--- config.mk ---
export PLATFORM = sky130hd
export DESIGN_NAME = nmf_mean
export DESIGN_NICKNAME = d
export VERILOG_FILES = /design/src/rtl/neighbor_mean_filter_3x3_core_assert.svh /design/src/rtl/nmf_pkg.sv /design/src/rtl/nmf_mean.sv
export SDC_FILE = /design/constraint.sdc
export NUM_CORES = 1
export LEC_CHECK = 0
export ABC_AREA = 1
export ABC_CLOCK_PERIOD_IN_PS = 17800
export BUFFER_PORTS_ARGS = -buffer_cell sky130_fd_sc_hd__buf_2
export CORE_ASPECT_RATIO = 0.9
export CORE_UTILIZATION = 57
export DETAILED_ROUTE_END_ITERATION = 16
export GPL_ROUTABILITY_DRIVEN = 0
export PLACE_DENSITY = 0.82
export SLEW_MARGIN = 25
export SYNTH_ARGS = -nofsm -noshare
export SYNTH_HDL_FRONTEND = slang
export SYNTH_SLANG_ARGS = --single-unit
--- constraint.sdc ---
create_clock -name vclk -period 17.8
set_input_delay 3.56 -clock vclk [all_inputs]
set_output_delay 3.56 -clock vclk [all_outputs]
set_load 0.02 [all_outputs]
--- src/rtl/neighbor_mean_filter_3x3_core_assert.svh ---
// Assertion macros for the neighbor mean filter core.
`ifndef NEIGHBOR_MEAN_FILTER_3X3_CORE_ASSERT_SVH
`define NEIGHBOR_MEAN_FILTER_3X3_CORE_ASSERT_SVH

`ifndef SYNTH

// Same-cycle implication, sampled on clk, off during reset.
`define NMF_ASSERT_IMP(lbl, ante, cons) \
	lbl: assert property (@(posedge clk) disable iff (!arst_n) (ante) |-> (cons)) \
		else $error("nmf assertion failed");

// Next-cycle implication, sampled on clk, off during reset.
`define NMF_ASSERT_NXT(lbl, ante, cons) \
	lbl: assert property (@(posedge clk) disable iff (!arst_n) (ante) |=> (cons)) \
		else $error("nmf assertion failed");

`else

`define NMF_ASSERT_IMP(lbl, ante, cons)
`define NMF_ASSERT_NXT(lbl, ante, cons)

`endif

`endif

--- src/rtl/nmf_pkg.sv ---
package nmf_pkg;

	localparam int MAX_SIZE_DEF = 1024;

	localparam int SIZE_W = 11;
	localparam int PIX_W  = 8;
	localparam int POS_W  = 10;
	localparam logic [SIZE_W-1:0] IMAGE_SIZE_RST = 11'd10;

	// configuration port
	localparam int CFG_AW = 3;
	localparam int CFG_DW = 32;
	localparam logic REG_IMAGE_SIZE = 1'b0;

	// row store
	localparam int ROW_SLOTS = 3;
	localparam int SLOT_W    = 2;

	// mean arithmetic: sum of up to eight pixels, reciprocals for 3 and 5
	localparam int SUM_W  = 11;
	localparam int RCP_W  = 12;
	localparam int PROD_W = SUM_W + RCP_W;
	localparam logic [RCP_W-1:0] RECIP3 = 12'd683;
	localparam int SHIFT3 = 11;
	localparam logic [RCP_W-1:0] RECIP5 = 12'd3277;
	localparam int SHIFT5 = 14;
	localparam int SHIFT8 = 3;

	// result queue
	localparam int RES_DEPTH = 4;
	localparam int RES_PW    = $clog2(RES_DEPTH);

	typedef struct packed {
		logic             req_type;
		logic [PIX_W-1:0] pixel_value;
	} pix_t;

	typedef struct packed {
		logic [PIX_W-1:0] mean_value;
		logic [POS_W-1:0] out_row;
		logic [POS_W-1:0] out_col;
		logic             frame_end;
		logic             run_last;
	} res_t;

	// one window column: rows above, at and below the center row
	typedef struct packed {
		logic [PIX_W-1:0] top;
		logic [PIX_W-1:0] mid;
		logic [PIX_W-1:0] bot;
	} col_t;

	typedef struct packed {
		logic has_left;
		logic has_right;
		logic has_top;
		logic has_bot;
	} win_flags_t;

endpackage

--- src/rtl/nmf_mean.sv ---
module nmf_mean (
	input  nmf_pkg::col_t             left_col,
	input  nmf_pkg::col_t             center_col,
	input  nmf_pkg::col_t             right_col,
	input  nmf_pkg::win_flags_t       flags,
	output logic [nmf_pkg::PIX_W-1:0] mean
);
	import nmf_pkg::*;

	logic [SUM_W-1:0]  sum;
	logic              wide3;
	logic              tall3;
	logic [RCP_W-1:0]  recip;
	logic [PROD_W-1:0] prod;

	always_comb begin
		sum = '0;
		if (flags.has_left) begin
			sum = sum + SUM_W'(left_col.mid);
		end
		if (flags.has_right) begin
			sum = sum + SUM_W'(right_col.mid);
		end
		if (flags.has_top) begin
			sum = sum + SUM_W'(center_col.top);
			if (flags.has_left) begin
				sum = sum + SUM_W'(left_col.top);
			end
			if (flags.has_right) begin
				sum = sum + SUM_W'(right_col.top);
			end
		end
		if (flags.has_bot) begin
			sum = sum + SUM_W'(center_col.bot);
			if (flags.has_left) begin
				sum = sum + SUM_W'(left_col.bot);
			end
			if (flags.has_right) begin
				sum = sum + SUM_W'(right_col.bot);
			end
		end
	end

	assign wide3 = flags.has_left & flags.has_right;
	assign tall3 = flags.has_top & flags.has_bot;
	assign recip = (wide3 || tall3) ? RECIP5 : RECIP3;
	assign prod  = PROD_W'(sum) * PROD_W'(recip);

	// count is 8 (full window), 5 (edge) or 3 (corner)
	always_comb begin
		if (wide3 && tall3) begin
			mean = sum[SHIFT8 +: PIX_W];
		end else if (wide3 || tall3) begin
			mean = prod[SHIFT5 +: PIX_W];
		end else begin
			mean = prod[SHIFT3 +: PIX_W];
		end
	end

endmodule
==> results of run 1 <==
[cells by family after synthesis]
group	after synthesis	synth area share, %
compound gates	180	15.1
xor+xnor	38	4.86
fa+ha+maj	189	41.4
buf+inv	252	14.2
other cells	2	0.110
simple gates	377	24.2
[through the flow]
step / utilization (%) / TNS [ns] / instance area (µm²) / hold slack, ns / worst slack (ns)
after global placement: 76.3 / -7.61 / 8840 / 7.73 / -1.10
after detailed placement: 76.3 / -11.05 / 8840 / 7.74 / -1.56
after CTS: 83.5 / -2.78 / 9670 / 7.74 / -0.517
after floorplan: - / 0 / 6920 / 7.54 / 0.00173
[routing by layer]
layer | GRT usage [%] | overflow
met1 | 78.0 | 2
met2 | 97.6 | 68
met3 | 61.9 | 0
met4 | 86.7 | 33
met5 | 33.3 | 1
[what timing repair did]
item                                    in CTS
pin swaps                                   94
buffers inserted                            27
gates resized for setup                    144
endpoints found under the setup margin       8
==> results.py, run 1 <==
metrics = {
    "yosys": {
        "synth.top_cells.by_count": "222 x inv_1, 217 x nand2_1, 126 x ha_1",
        "post_synth_num_cell_types": 49,
        "yosysSeqAreaShare_pct": 0,
        "synthMostInstantiatedCell": "inv_1",
        "synth.largest_area_cell": "ha_1",
        "netlist_instances": 1038,
        "netlist_top_cells_area": "ha_1 23%, fa_1 18%, inv_1 12%",
        "synth.avg_cell_area_um2": 6.60,
        "yosys.area.top_type_share_pct": 23.0,
        "netlist_area_um2": 6850,
        "synth.yosys.warnings": 0,
    },
    "outcome": {
        "error": "[ERROR GRT-0232] Routing congestion too high. Check the congestion heatmap in the GUI.",
        "haltStage": "5_1_grt",
        "outcome": "stopped before the end",
    },
    "die": {
        "start_util_pct": 59.2,
        "die-height_um": 106,
        "floorplan.rows": 37,
        "die_width_um": 118,
        "io_count": 84,
    },
    "timing": {
        "crit_endpoint": "mean[6]",
        "worst-ep-kind": "primary output",
    },
    "grt": {
        "global_route.overflow_total": 104,
        "grt_util_all_layers_pct": 79.8,
        "grt_start_max_net_pins": 22,
    },
    "place": {
        "place.detailed.instances": 1446,
        "count_of_port_buffers_added_during_placement": 76,
        "place.detailed.hpwl_mm": 17.2,
    },
    "clock_network": {
        "cts-hold-fix-buffers": 0,
    },
}
==> run 2: changes to the inputs <==
--- a/config.mk
+++ b/config.mk
@@ -6,13 +6,12 @@
 export NUM_CORES = 1
 export LEC_CHECK = 0
 export ABC_AREA = 1
-export ABC_CLOCK_PERIOD_IN_PS = 17800
+export ABC_CLOCK_PERIOD_IN_PS = 23100
 export BUFFER_PORTS_ARGS = -buffer_cell sky130_fd_sc_hd__buf_2
-export CORE_ASPECT_RATIO = 0.9
-export CORE_UTILIZATION = 57
+export CORE_UTILIZATION = 40
 export DETAILED_ROUTE_END_ITERATION = 16
 export GPL_ROUTABILITY_DRIVEN = 0
-export PLACE_DENSITY = 0.82
+export PLACE_DENSITY_LB_ADDON = 0.15
 export SLEW_MARGIN = 25
 export SYNTH_ARGS = -nofsm -noshare
 export SYNTH_HDL_FRONTEND = slang
==> constraint.sdc (replaced) <==
create_clock -name vclk -period 23.1
set_input_delay 4.62 -clock vclk [all_inputs]
set_output_delay 4.62 -clock vclk [all_outputs]
set_load 0.02 [all_outputs]
==> run 2 against run 1 <==
Compared with the run above:
- the flow now finishes without violations
- synthesized cell count is the same
- area after synthesis did not move
==> results.py, run 2 <==
metrics = {
    "outcome": {
        "outcome": "finished, final reports clean",
    },
    "critical_path": {
        "cp_max_stage_cell": "fa_1",
        "startpoint_type": "input pin",
        "critical_path_required_ns": 18.48,
        "crit_path_max_cell_delay_ns": 0.55,
        "critPathCaptureType": "primary output",
        "worstPathMaxFanout": 7,
        "cp_data_arrival_time_ns": 17.38,
        "path_class": "input pin to primary output",
    },
    "grt": {
        "global_route.overflow_total": 0,
        "global_route_wire_length_before_repair_mm": 29.5,
        "grt_start_max_net_pins": 31,
        "antenna_violations_before_repair": 0,
        "grt_util_all_layers_pct": 20.4,
        "grt_pass1_vias": 6145,
    },
    "yosys": {
        "synth.top_cells.by_count": "222 x inv_1, 217 x nand2_1, 126 x ha_1",
        "synth.yosys.warnings": 0,
        "synthMostInstantiatedCell": "inv_1",
        "yosysSeqAreaShare_pct": 0,
        "netlist_top_cells_area": "ha_1 23%, fa_1 18%, inv_1 12%",
        "synth.avg_cell_area_um2": 6.60,
        "synth.largest_area_cell": "ha_1",
        "yosys.area.top_type_share_pct": 23.0,
        "netlist_instances": 1038,
        "netlist_area_um2": 6850,
        "post_synth_num_cell_types": 49,
    },
    "finish": {
        "sequential_cell_area_in_the_final_layout_um2": 0,
        "num_antenna_cells": 0,
        "area_growth_pct": 8.62,
        "final.clkbuf_count": 0,
        "fin_nets": 1367,
        "mostFrequentLayoutCells": "222 x inv_1, 217 x nand2_1, 126 x ha_1",
        "final_common_cell": "inv_1",
        "layout-drive-gt1-share_pct": 12.0,
        "n_sequential_cell": 0,
    },
    "die": {
        "core_um2": 16600,
        "dieArea_um2": 17700,
        "start_util_pct": 41.2,
        "floorplan.rows": 47,
        "die_width_um": 133,
        "io_count": 84,
        "die-height_um": 133,
    },
    "clock_network": {
        "cts-hold-fix-buffers": 0,
        "buffers_inserted_during_post_cts_setup_optimization": 0,
    },
    "flow_run": {
        "cap_viol_max_count": 0,
    },
    "timing": {
        "min_period_over_period_pct": 95.2,
        "achievable-frequency_mhz": 45.5,
        "slew_headroom_pct": 36.5,
        "hold_violations": 0,
        "tns_ns": 0,
        "worst_pin_slew_ns": 0.943,
        "finalWorstPathRequiredPeriod_ns": 22.00,
        "drv_slew": 0,
        "setup_viol_count_final": 0,
        "unrepaired_setup_endpoints_after_global_routing": "no",
    },
    "place": {
        "count_of_port_buffers_added_during_placement": 76,
        "place.detailed.hpwl_mm": 15.6,
    },
    "routing": {
        "detail_route.wirelength_mm": 17.5,
        "drt-initial-drc-count": 336,
        "detail_route.drc_violations": 0,
        "remaining_antenna_violation_count_after_routing": 0,
        "via_per_inst": 4.86,
        "wire_per_inst_um": 13.3,
        "dr_total_vias": 6419,
        "drt_pre_antenna_iters": 6,
    },
    "min_path": {
        "class_of_the_tightest_hold_or_removal_check": "input pin to primary output",
    },
}
==> run 2: final cells by class <==
class | instances | area [µm²]
fill | 1810 | 9200
inverter | 229 | 862
multi-input combinational | 791 | 5890
tap | 220 | 275
timing repair buffer | 80 | 410
==> run 2: path summary, 6_finish.rpt <==
path,depth (start not counted),startpoint,endpoint
max,67,flags[3],mean[5]
min,5,flags[0],mean[7]
==> run 2: logic make-up after synthesis <==
kind of cell               Yosys count  synth area share (%)
AOI/OAI and AO/OA                  180                  15.1
xor gates and xnor gates            38                  4.86
adders and majority gates          189                  41.4
buffers and inverters              252                  14.2
other                                2                 0.110
and+or+nand+nor                    377                  24.2
==> run 2: critical path, delay by kind of cell <==
family	cells	cell delay [ns]
AOI/OAI and AO/OA	17	3.06
xor gates and xnor gates	6	1.04
buffers and inverters	12	0.98
adders and majority gates	14	5.68
and+or+nand+nor	18	1.98
==> run 2: what timing repair did <==
item / in CTS / in global routing
hold endpoints to repair: 0 / 0
gates resized for setup: 0 / 1
setup endpoints to repair: 0 / 1
==> run 2: metal layers <==
| layer | vias up | part of all wire (%) | GRT usage (%) |
|---|---|---|---|
| met5 | - | 0 | 0 |
| met1 | 2891 | 53 | 30.4 |
| met4 | 0 | 0 | 0.192 |
| met2 | 110 | 44 | 34.6 |
| li1 | 3418 | - | - |
| met3 | 0 | 2.9 | 0.460 |
==> run 2: stage by stage <==
stage	hold slack, ns	std cells	utilization [%]	area, µm²	worst slack, ns
2_1_floorplan	9.66	1043	-	6870	2.66
3_3_place_gp	9.94	1320	44.7	7440	1.06
3_5_place_dp	9.94	1320	44.7	7440	1.05
4_1_cts	9.94	1320	44.7	7440	1.01
5_1_grt	9.99	1320	44.7	7440	0.0940
6_report	9.93	1320	44.7	7440	1.10
Power of run 2 is not shown: default switching activity piles up to over one toggle a cycle in this logic, so the estimate is an artifact.
